--- config.mk ---
export PLATFORM = sky130hd
export DESIGN_NAME = golden_section_search_core
export DESIGN_NICKNAME = d
export VERILOG_FILES = /design/src/rtl/gss_pkg.sv /design/src/rtl/gss_skid.sv /design/src/rtl/golden_section_search_core.sv
export SDC_FILE = /design/constraint.sdc
export NUM_CORES = 2
export LEC_CHECK = 0
export ABC_AREA = 1
export BUFFER_PORTS_ARGS = -buffer_cell sky130_fd_sc_hd__buf_4
export CAP_MARGIN = 20
export CELL_PAD_IN_SITES_DETAIL_PLACEMENT = 0
export CELL_PAD_IN_SITES_GLOBAL_PLACEMENT = 2
export CORE_UTILIZATION = 37
export DETAILED_ROUTE_END_ITERATION = 16
export GPL_TIMING_DRIVEN = 0
export PLACE_DENSITY_LB_ADDON = 0.1
export SLEW_MARGIN = 20
export SYNTH_ARGS = -nofsm -noshare
export SYNTH_HDL_FRONTEND = slang
export SYNTH_HIERARCHICAL = 1
export SYNTH_SLANG_ARGS = --single-unit
export TNS_END_PERCENT = 1
--- constraint.sdc ---
create_clock -name clk -period 10.8 [get_ports clk]
set_input_delay 2.16 -clock clk [delete_from_list [all_inputs] [get_ports clk]]
set_output_delay 2.16 -clock clk [all_outputs]
set_load 0.1 [all_outputs]
--- src/rtl/gss_pkg.sv ---
package gss_pkg;

    // Position words are two's complement, fixed width; the fraction point does not
    // change any decision because all arithmetic is done on raw words.
    localparam int POSITION_BITS      = 32;
    localparam int VALUE_BITS_DEFAULT = 32;
    localparam int CFG_INDEX_BITS     = 2;

    // Configuration register indexes.
    localparam logic [CFG_INDEX_BITS-1:0] REG_LOWER_BOUND = 2'd0;
    localparam logic [CFG_INDEX_BITS-1:0] REG_UPPER_BOUND = 2'd1;
    localparam logic [CFG_INDEX_BITS-1:0] REG_TOLERANCE   = 2'd2;

    // Configuration reset values.
    localparam logic [POSITION_BITS-1:0] LOWER_BOUND_RESET = 32'd0;
    localparam logic [POSITION_BITS-1:0] UPPER_BOUND_RESET = 32'd65536;
    localparam logic [POSITION_BITS-1:0] TOLERANCE_RESET   = 32'd66;

    // Input item kinds.
    localparam logic KIND_START = 1'b0;
    localparam logic KIND_VALUE = 1'b1;

    // Golden ratio factors in Q0.32: 1/phi and 1/phi^2, which sum to one.
    localparam logic [31:0] INV_PHI_Q32  = 32'd2654435769;
    localparam logic [31:0] INV_PHI2_Q32 = 32'd1640531527;

    // Search phase.
    typedef enum logic [1:0] {
        PH_IDLE  = 2'd0,
        PH_FIRST = 2'd1,
        PH_HIGH  = 2'd2,
        PH_LOW   = 2'd3
    } phase_t;

    // One result item.
    typedef struct packed {
        logic [POSITION_BITS-1:0] probe_point;
        logic [POSITION_BITS-1:0] interval_low;
        logic [POSITION_BITS-1:0] interval_high;
        logic                     finished;
        logic                     out_of_order;
    } result_t;

    // Unsigned width times a Q0.32 factor, rounded to nearest.
    function automatic logic [POSITION_BITS-1:0] scale(
        input logic [POSITION_BITS-1:0] w,
        input logic [31:0]              k
    );
        logic [63:0] prod;
        begin
            prod = 64'(w) * 64'(k) + 64'h0000_0000_8000_0000;
            return prod[63:32];
        end
    endfunction

endpackage

--- src/rtl/gss_skid.sv ---
module gss_skid (
    input  logic              clk,
    input  logic              rst_n,
    input  logic              push,
    input  gss_pkg::result_t  push_item,
    output logic              full,
    output logic              pop_valid,
    input  logic              pop_stall,
    output gss_pkg::result_t  pop_item
);

    logic             main_valid_reg;
    logic             skid_valid_reg;
    gss_pkg::result_t main_item_reg;
    gss_pkg::result_t skid_item_reg;
    logic             pop;

    assign pop       = main_valid_reg && !pop_stall;
    assign full      = skid_valid_reg;
    assign pop_valid = main_valid_reg;
    assign pop_item  = main_item_reg;

    // Valid flags: the skid entry fills only when the main entry is held.
    always_ff @(posedge clk or negedge rst_n)
    begin
        if (!rst_n)
        begin
            main_valid_reg <= 1'b0;
            skid_valid_reg <= 1'b0;
        end
        else if (skid_valid_reg)
        begin
            if (pop)
            begin
                skid_valid_reg <= 1'b0;
            end
        end
        else if (push)
        begin
            if (main_valid_reg && !pop)
            begin
                skid_valid_reg <= 1'b1;
            end
            else
            begin
                main_valid_reg <= 1'b1;
            end
        end
        else if (pop)
        begin
            main_valid_reg <= 1'b0;
        end
    end

    // Payload moves without reset.
    always_ff @(posedge clk)
    begin
        if (skid_valid_reg)
        begin
            if (pop)
            begin
                main_item_reg <= skid_item_reg;
            end
        end
        else if (push)
        begin
            if (main_valid_reg && !pop)
            begin
                skid_item_reg <= push_item;
            end
            else
            begin
                main_item_reg <= push_item;
            end
        end
    end

endmodule

--- src/rtl/golden_section_search_core.sv ---
// A result item is registered in the output buffer when its input item is accepted.
// Throughput: one item per cycle while item_stall is low; each item passes two 32x32
// constant multipliers and one add between the state registers and the result register.
// A two-entry output buffer keeps items flowing while the result side stalls.
// Reset (rst_n, asynchronous, active low) returns the search to idle and loads the
// bound and tolerance registers with their defaults; no clearing pass is needed.
module golden_section_search_core #(
    parameter int VALUE_BITS = gss_pkg::VALUE_BITS_DEFAULT
) (
    input  logic                                    clk,
    input  logic                                    rst_n,
    input  logic                                    item_valid,
    output logic                                    item_stall,
    input  logic                                    kind,
    input  logic signed [VALUE_BITS-1:0]            function_value,
    output logic                                    result_valid,
    input  logic                                    result_stall,
    output logic signed [gss_pkg::POSITION_BITS-1:0] probe_point,
    output logic signed [gss_pkg::POSITION_BITS-1:0] interval_low,
    output logic signed [gss_pkg::POSITION_BITS-1:0] interval_high,
    output logic                                    finished,
    output logic                                    out_of_order,
    input  logic                                    cfg_valid,
    output logic                                    cfg_ready,
    input  logic [gss_pkg::CFG_INDEX_BITS-1:0]      cfg_index,
    input  logic [gss_pkg::POSITION_BITS-1:0]       cfg_data
);

    localparam int PB = gss_pkg::POSITION_BITS;

    // Configuration registers, with the ordered bounds and span kept ready.
    logic [PB-1:0] lower_reg, upper_reg, tol_reg;
    logic [PB-1:0] ord_lo_reg, ord_hi_reg, span_reg;
    logic [PB-1:0] cfg_lower, cfg_upper, cfg_lo, cfg_hi;
    logic          cfg_write;

    // Search state.
    logic [PB-1:0]         left_reg, right_reg, inner_low_reg, inner_high_reg;
    logic [PB-1:0]         left_next, right_next, inner_low_next, inner_high_next;
    logic [VALUE_BITS-1:0] value_low_reg, value_high_reg, value_low_next, value_high_next;
    logic [PB-1:0]         width_reg, shrunk_reg, width_next, shrunk_next;
    gss_pkg::phase_t       phase_reg, phase_next;

    // Datapath signals.
    logic                  accept;
    logic                  narrow, stop, low_wins;
    logic [VALUE_BITS-1:0] cmp_low, cmp_high;
    logic [PB-1:0]         mul_in, prod_long, prod_short;
    gss_pkg::result_t      result;
    gss_pkg::result_t      out_item;

    assign cfg_ready = 1'b1;
    assign cfg_write = cfg_valid && cfg_ready;
    assign accept    = item_valid && !item_stall;

    // Order the bounds as they are written, so a start needs no compare of its own.
    always_comb
    begin
        cfg_lower = (cfg_index == gss_pkg::REG_LOWER_BOUND) ? cfg_data : lower_reg;
        cfg_upper = (cfg_index == gss_pkg::REG_UPPER_BOUND) ? cfg_data : upper_reg;
        if ($signed(cfg_upper) < $signed(cfg_lower))
        begin
            cfg_lo = cfg_upper;
            cfg_hi = cfg_lower;
        end
        else
        begin
            cfg_lo = cfg_lower;
            cfg_hi = cfg_upper;
        end
    end

    always_ff @(posedge clk or negedge rst_n)
    begin
        if (!rst_n)
        begin
            lower_reg  <= gss_pkg::LOWER_BOUND_RESET;
            upper_reg  <= gss_pkg::UPPER_BOUND_RESET;
            tol_reg    <= gss_pkg::TOLERANCE_RESET;
            ord_lo_reg <= gss_pkg::LOWER_BOUND_RESET;
            ord_hi_reg <= gss_pkg::UPPER_BOUND_RESET;
            span_reg   <= gss_pkg::UPPER_BOUND_RESET - gss_pkg::LOWER_BOUND_RESET;
        end
        else if (cfg_write)
        begin
            lower_reg  <= cfg_lower;
            upper_reg  <= cfg_upper;
            ord_lo_reg <= cfg_lo;
            ord_hi_reg <= cfg_hi;
            span_reg   <= cfg_hi - cfg_lo;
            if (cfg_index == gss_pkg::REG_TOLERANCE)
            begin
                tol_reg <= cfg_data;
            end
        end
    end

    // Shared multipliers: the start scales the span, a decision scales the shrunk width.
    assign mul_in     = (kind == gss_pkg::KIND_START) ? span_reg : shrunk_reg;
    assign prod_long  = gss_pkg::scale(mul_in, gss_pkg::INV_PHI_Q32);
    assign prod_short = gss_pkg::scale(mul_in, gss_pkg::INV_PHI2_Q32);

    // Decision terms. A tie keeps the upper side.
    assign cmp_low  = (phase_reg == gss_pkg::PH_LOW)  ? function_value : value_low_reg;
    assign cmp_high = (phase_reg == gss_pkg::PH_HIGH) ? function_value : value_high_reg;
    assign low_wins = $signed(cmp_low) < $signed(cmp_high);
    assign narrow   = span_reg < tol_reg;
    assign stop     = (shrunk_reg <= tol_reg) || (shrunk_reg >= width_reg);

    // Next phase.
    always_comb
    begin
        phase_next = phase_reg;
        if (accept)
        begin
            if (kind == gss_pkg::KIND_START)
            begin
                if (narrow)
                begin
                    phase_next = gss_pkg::PH_IDLE;
                end
                else
                begin
                    phase_next = gss_pkg::PH_FIRST;
                end
            end
            else
            begin
                case (phase_reg)
                    gss_pkg::PH_FIRST:
                    begin
                        phase_next = gss_pkg::PH_HIGH;
                    end
                    gss_pkg::PH_HIGH, gss_pkg::PH_LOW:
                    begin
                        if (stop)
                        begin
                            phase_next = gss_pkg::PH_IDLE;
                        end
                        else if (low_wins)
                        begin
                            phase_next = gss_pkg::PH_LOW;
                        end
                        else
                        begin
                            phase_next = gss_pkg::PH_HIGH;
                        end
                    end
                    default:
                    begin
                        phase_next = gss_pkg::PH_IDLE;
                    end
                endcase
            end
        end
    end

    // Bracket update and result item.
    always_comb
    begin
        left_next       = left_reg;
        right_next      = right_reg;
        inner_low_next  = inner_low_reg;
        inner_high_next = inner_high_reg;
        value_low_next  = value_low_reg;
        value_high_next = value_high_reg;
        width_next      = width_reg;
        shrunk_next     = shrunk_reg;
        result          = '0;
        if (kind == gss_pkg::KIND_START)
        begin
            if (narrow)
            begin
                result.interval_low  = ord_lo_reg;
                result.interval_high = ord_hi_reg;
                result.finished      = 1'b1;
            end
            else
            begin
                left_next          = ord_lo_reg;
                right_next         = ord_hi_reg;
                width_next         = span_reg;
                shrunk_next        = prod_long;
                inner_low_next     = ord_lo_reg + prod_short;
                inner_high_next    = ord_lo_reg + prod_long;
                result.probe_point = inner_low_next;
            end
        end
        else
        begin
            case (phase_reg)
                gss_pkg::PH_FIRST:
                begin
                    value_low_next     = function_value;
                    result.probe_point = inner_high_reg;
                end
                gss_pkg::PH_HIGH, gss_pkg::PH_LOW:
                begin
                    value_low_next  = cmp_low;
                    value_high_next = cmp_high;
                    if (stop)
                    begin
                        result.finished      = 1'b1;
                        result.interval_low  = low_wins ? left_reg : inner_low_reg;
                        result.interval_high = low_wins ? inner_high_reg : right_reg;
                    end
                    else
                    begin
                        width_next  = shrunk_reg;
                        shrunk_next = prod_long;
                        if (low_wins)
                        begin
                            // Keep the lower side; the old low probe becomes the high one.
                            right_next         = inner_high_reg;
                            inner_high_next    = inner_low_reg;
                            value_high_next    = cmp_low;
                            inner_low_next     = left_reg + prod_short;
                            result.probe_point = inner_low_next;
                        end
                        else
                        begin
                            // Keep the upper side; the old high probe becomes the low one.
                            left_next          = inner_low_reg;
                            inner_low_next     = inner_high_reg;
                            value_low_next     = cmp_high;
                            inner_high_next    = inner_low_reg + prod_long;
                            result.probe_point = inner_high_next;
                        end
                    end
                end
                default:
                begin
                    result.out_of_order = 1'b1;
                end
            endcase
        end
    end

    always_ff @(posedge clk or negedge rst_n)
    begin
        if (!rst_n)
        begin
            phase_reg <= gss_pkg::PH_IDLE;
        end
        else
        begin
            phase_reg <= phase_next;
        end
    end

    always_ff @(posedge clk)
    begin
        if (accept)
        begin
            left_reg       <= left_next;
            right_reg      <= right_next;
            inner_low_reg  <= inner_low_next;
            inner_high_reg <= inner_high_next;
            value_low_reg  <= value_low_next;
            value_high_reg <= value_high_next;
            width_reg      <= width_next;
            shrunk_reg     <= shrunk_next;
        end
    end

    // Result buffer between the search logic and the result channel.
    gss_skid u_skid (
        .clk       (clk),
        .rst_n     (rst_n),
        .push      (accept),
        .push_item (result),
        .full      (item_stall),
        .pop_valid (result_valid),
        .pop_stall (result_stall),
        .pop_item  (out_item)
    );

    assign probe_point   = out_item.probe_point;
    assign interval_low  = out_item.interval_low;
    assign interval_high = out_item.interval_high;
    assign finished      = out_item.finished;
    assign out_of_order  = out_item.out_of_order;

endmodule

---- Yosys cells after proc, flatten, opt, wreduce, memory -nomap -nowiden ----
Index checks and enable logic that the tools add are counted.
storage, ports and cells
  logic and storage cells ................. 138
  flip-flop bits (word level) ............. 648
  output and inout port bits .............. 101
operators by class
  add/sub/neg operators ................... 7
  equality and inequality tests ........... 11
  reduce and logical (&&, ||, !) cells .... 20
  order comparisons ....................... 5
  bitwise logic cells ..................... 1
  muxes and demuxes ....................... 65
  multiply operators ...................... 2
operator list
  cell                                                    count
  2-to-1 mux 32 bit                                       41
  2-to-1 mux 98 bit                                       4
  2-to-1 mux 65 bit                                       3
  adder 32 bit                                            4
  one-hot mux 32 bit (2 select lines)                     2
  2-to-1 mux 97 bit                                       1
  less-than comparator 32 bit                             3
  adder 63 x 32 -> 64 bit (second input constant)         1
  adder 64 x 32 -> 64 bit (second input constant)         1
  multiplier 32 x 32 -> 64 bit (second input constant)    1
  multiplier 32 x 31 -> 63 bit (second input constant)    1
  greater-or-equal comparator 32 bit                      1
  less-or-equal comparator 32 bit                         1
  subtractor 32 bit                                       1
  AND reduction 3 bit                                     5
  2-to-1 mux 1 bit                                        11
  inequality test 2 bit (second input constant)           4
  equality test 2 bit (second input constant)             3
  nonzero test 2 bit                                      3
  equality test 2 x 1 -> 1 bit (second input constant)    2
  2-to-1 mux 2 bit                                        2
  inequality test 2 x 1 -> 1 bit (second input constant)  2
  one-hot mux 2 bit (2 select lines)                      1
  AND reduction 4 bit                                     1
  8 further kinds                                         12

---- Logic depth before layout (Yosys ltp) ----
  depth after elaboration ................. 11
  depth in mapped cells ................... 58

---- By module ----
The synthesis kept the hierarchy.
modules (own cells, without submodules)
  module                      cells each  sequential area each (um2)  instances  area each (um2)
  golden_section_search_core  8444        12548.3                     1          68633.3
  gss_skid                    533         5935.7                      1          7289.5

---- Worst setup path before layout ----
No wires, ideal clock.
  kind .................................... input-to-reg
  start ................................... in kind
  end ..................................... reg phase_reg[0]
  path slack .............................. -875 ps
  stages on the path ...................... 7
  data arrival time ....................... 11561 ps
  data required time ...................... 10686 ps
  path buffers ............................ 1
  cells stage by stage .................... inv_1 > clkbuf_1 > nand2_1 > nand2_1 > nor2_1 > o21ai_0 > o21ai_0
on the way
  cells in the longest elaborated chain, start to end .. 1
ends and longest elaborated chain
  what                  line                               source
  from (decl)           golden_section_search_core.sv:14   input logic kind,
  2-to-1 mux 2 bit      golden_section_search_core.sv:116  if (kind == gss_pkg::KIND_START)
  to (signal assigned)  golden_section_search_core.sv:243  phase_reg <= gss_pkg::PH_IDLE;
  to (signal assigned)  golden_section_search_core.sv:247  phase_reg <= phase_next;
  to (decl)             golden_section_search_core.sv:42   gss_pkg::phase_t phase_reg, phase_next;
No other way between the ends.
A chain may end at the register's enable or synchronous reset.

---- Worst setup path after layout ----
  start ................................... in kind
  end ..................................... reg inner_low_reg[30] (data pin)
on the way
  cells in the longest elaborated chain, start to end .. 8
ends and longest elaborated chain
  what                            line                               source
  2-to-1 mux 32 bit *             golden_section_search_core.sv:99   assign mul_in = (kind == gss_pkg::KIND_START) ? span_reg : shrunk_reg;
  net mul_in[19]                  golden_section_search_core.sv:48   logic [PB-1:0] mul_in, prod_long, prod_short;
  multiplier 32 x 31 -> 63 bit *  gss_pkg.sv:51                      prod = 64'(w) * 64'(k) + 64'h0000_0000_8000_0000;
  adder 63 x 32 -> 64 bit *       gss_pkg.sv:51
  adder 32 bit                    golden_section_search_core.sv:217  inner_low_next = left_reg + prod_short;
  2-to-1 mux 32 bit               golden_section_search_core.sv:211  if (low_wins)
  2-to-1 mux 32 bit               golden_section_search_core.sv:201  if (stop)
  2-to-1 mux 32 bit               golden_section_search_core.sv:191  case (phase_reg)
  2-to-1 mux 32 bit *             golden_section_search_core.sv:170  if (kind == gss_pkg::KIND_START)
  net inner_low_next[30]          golden_section_search_core.sv:39   logic [PB-1:0] left_next, right_next, inner_low_next, inner_high_next;
  to (signal assigned)            golden_section_search_core.sv:257  inner_low_reg <= inner_low_next;
  to (decl)                       golden_section_search_core.sv:38   logic [PB-1:0] left_reg, right_reg, inner_low_reg, inner_high_reg;
The timed path passes the listed nets; every way through them passes the cells marked *. The select of a mux whose other input is x is not followed.

==> flow_summary.yaml <==
synthesis:
  ys_warn_count: 6
  synth_area_leaders: "fa_1 (20%), edfxtp_1 (18%), ha_1 (17%)"
  synthArstFlopShare: 0.302
  syn-instance-count: 8977
  synth_edf_count: 452
  ys_seq_elements: 648
  syn_avg_cell_area_um2: 8.46
  synthFlopType: "edfxtp_1"
  yosysUniqueCellTypes: 61
  synth_area_um2: 75900
  yosysSeqAreaShare: 0.243
  synth_top_cell_by_area: "fa_1"
  synth_nets: 10900
  synth_top_area_frac: 0.198
outcome:
  violations: "setup timing"
  status: "finished, violations left"
drt:
  ant_nets: 0
  drc: 0
  wirelength_um: 344000
  wl_per_cell_um: 27.8
  detail_route.iter0.violations: 5305
  top_layer: "met5"
  drt-met1-wl_um: 151000
  wl_met2_um: 150000
  drt_first_pass_iters: 8
  wl_met3_um: 24600
  routed_via_density: 5.28
  vias: 65400
timing:
  fin_crit_ps: 11240
  worstMarginPinSlew_ps: 1250
  setup-violations-final: 75
  timing.final.hold_violations: 0
  slew_viol_final: 0
  fin_crit_sh: 1.04
  holdWs_ps: 479
  setup_ws_ps: -443
  slew_headroom: 0.164
  skew_ps: 90.1
  max_freq_mhz: 88.9
  rsz0062_at_grt: "yes"
worst_setup_path:
  reg2reg_depth: 42
  cp_slowest_cell: "fa_1"
  rrSetupSlack_ps: 1010
  critPathLaunchType: "primary input"
  crit_path_max_fanout: 6
  r2r-end: "u_skid/pop_item[88]"
  worstPathArrival_ps: 11650
  crit_family: "adder cells"
  crit_buf_inv: 17
  cp.required_ps: 11210
  worstReg2RegStart: "shrunk_reg[27]"
  critPathMaxStageDelay_ps: 530
  path_class: "primary input to flip-flop"
  crit_path_end_kind: "flip-flop"
  path_depth: 47
global_route:
  grt_pass1_vias: 66100
  grt_max_degree: 92
  grt_pass1_wl_um: 482000
  antenna_found_initial: 14
  grt_overflow: 0
  grt_usage: 0.331
place:
  pre_cts_ws_ps: -5570
  dp_cells: 11900
  gp_congestion: 0.963
  post_dp_cell_area_um2: 81400
  dpl.hpwl_um: 281000
  io_buffers: 171
clocking:
  insertion_delay_ps: 770
  path_clk_slew_ps: 60
  cts_buffer_depth: 3
  cts_tree: "yes"
  clkSinkCount: 648
  ctsHtreeMaxLevel: 3
  cts_root_buf: "clkbuf_16"
  cts_buffers: 86
floorplan:
  die-area_um2: 207000
  initial_core_util: 0.374
  core-area_um2: 203000
  die_x_um: 455
  row_count: 165
  pin_count: 173
  die_y_um: 455
hold_path:
  hold_depth: 2
  min_to: "tol_reg[3]"
  worstHoldStart: "tol_reg[3]"
  hold_path_class: "flip-flop to flip-flop"
finish:
  syn_to_final_growth_pct: 22.4
  fillCellCount: 20000
  layout.nets: 11500
  fin_cells: 12400
  drive_gt1_frac: 0.174
  finalInstanceArea_um2: 92900
run:
  maxCapViolations: 0
## cells by family after synthesis
kind of cell | share of synthesized area
muxes | 0.00237
adders and majority gates | 0.372
buffers and inverters | 0.106
and+or+nand+nor | 0.143
xor gates and xnor gates | 0.0191
AOI/OAI and AO/OA | 0.114
DFF | 0.243
other | 0.0000494
## layout make-up
class / count / area (um^2) / area share
tap: 2672 / 3340 / 0.0360
timing repair inverter: 3 / 26.3 / 0.000283
clock buffer: 111 / 2310 / 0.0248
buffer: 218 / 1110 / 0.0119
clock inverter: 48 / 587 / 0.00631
multi-input combinational: 6246 / 54700 / 0.589
sequential: 648 / 18500 / 0.199
inverter: 1864 / 7280 / 0.0784
antenna: 8 / 20.0 / 0.000215
timing repair buffer: 550 / 5070 / 0.0545
## cells in the mapped netlist, types with 9 or more instances
| cell | count |
|---|---|
| inv_1 | 1857 |
| nand2_1 | 1848 |
| ha_1 | 1057 |
| fa_1 | 752 |
| o21ai_0 | 732 |
| a21oi_1 | 452 |
| edfxtp_1 | 452 |
| nor2_1 | 405 |
| nand3_1 | 237 |
| dfrtp_1 | 191 |
| clkbuf_1 | 141 |
| xor2_1 | 94 |
| a31oi_1 | 89 |
| xnor2_1 | 72 |
| nor3_1 | 52 |
| o211ai_1 | 46 |
| o21bai_1 | 45 |
| buf_2 | 44 |
| or2_2 | 44 |
| o21a_1 | 37 |
| o22ai_1 | 37 |
| nand4_1 | 34 |
| o21ai_1 | 33 |
| nand2_2 | 22 |
| mux2i_1 | 18 |
| buf_6 | 15 |
| nor4_1 | 14 |
| a211oi_1 | 13 |
| a21o_1 | 13 |
| a221oi_1 | 13 |
| buf_1 | 11 |
| a32oi_1 | 9 |
| nand3_2 | 9 |
## worst register-to-register path: cells and delay by family, from the launching register on
kind | cells | cell delay (ps)
AO/OA/AOI/OAI | 12 | 2100
XOR/XNOR | 1 | 240
adder cells (fa/ha/maj) | 10 | 4620
buffers and inverters | 12 | 1170
flip-flops | 1 | 540
AND/OR/NAND/NOR | 7 | 810
## layout by cell type, fill, tap and decap left out, drive strengths merged, types with 5 or more instances in the layout
cell	instances
a211oi	13
a21boi	12
a21o	13
a21oi	456
a221oi	13
a31oi	89
a32oi	9
and3	6
buf	630
bufinv	10
clkbuf	249
clkinv	43
clkinvlp	23
dfrtp	191
dfstp	5
diode	8
edfxtp	452
fa	752
ha	1057
inv	1839
mux2i	18
nand2	1874
nand3	246
nand3b	5
nand4	34
nor2	409
nor3	53
nor4	14
o2111ai	8
o211ai	46
o21a	37
o21ai	765
o21bai	45
o221ai	7
o22ai	37
o31ai	5
or2	45
xnor2	72
xor2	94
## repair_timing
action	CTS	global route
gates cloned	0	5
setup endpoints to repair	160	107
hold buffers	0	0
pin swaps	183	237
setup buffers	244	99
resized for setup	839	416
## how the worst max path moves through the flow
stage	startpoint	to
floorplan	kind	u_skid/pop_item[94]
global placement	kind	u_skid/pop_item[88]
detailed placement	kind	u_skid/pop_item[88]
CTS	kind	u_skid/pop_item[96]
global route	kind	u_skid/skid_item_reg[96]
finish	kind	inner_low_reg[30]
## metrics by stage
stage	utilization	setup TNS, ps
3_5_place_dp	0.401	-619680
6_report	0.458	-18640
4_1_cts	0.445	-20830
2_1_floorplan	-	-24670
5_1_grt	0.458	-37980
3_3_place_gp	0.397	-1322720
## metal layers
metal	global-route usage	up-vias
met4	0.149	6
li1	-	30200
met5	0	-
met3	0.0664	493
met1	0.450	32600
met2	0.507	2007
Power is not shown: default switching activity piles up to over one toggle a cycle in this logic, so the estimate is an artifact.
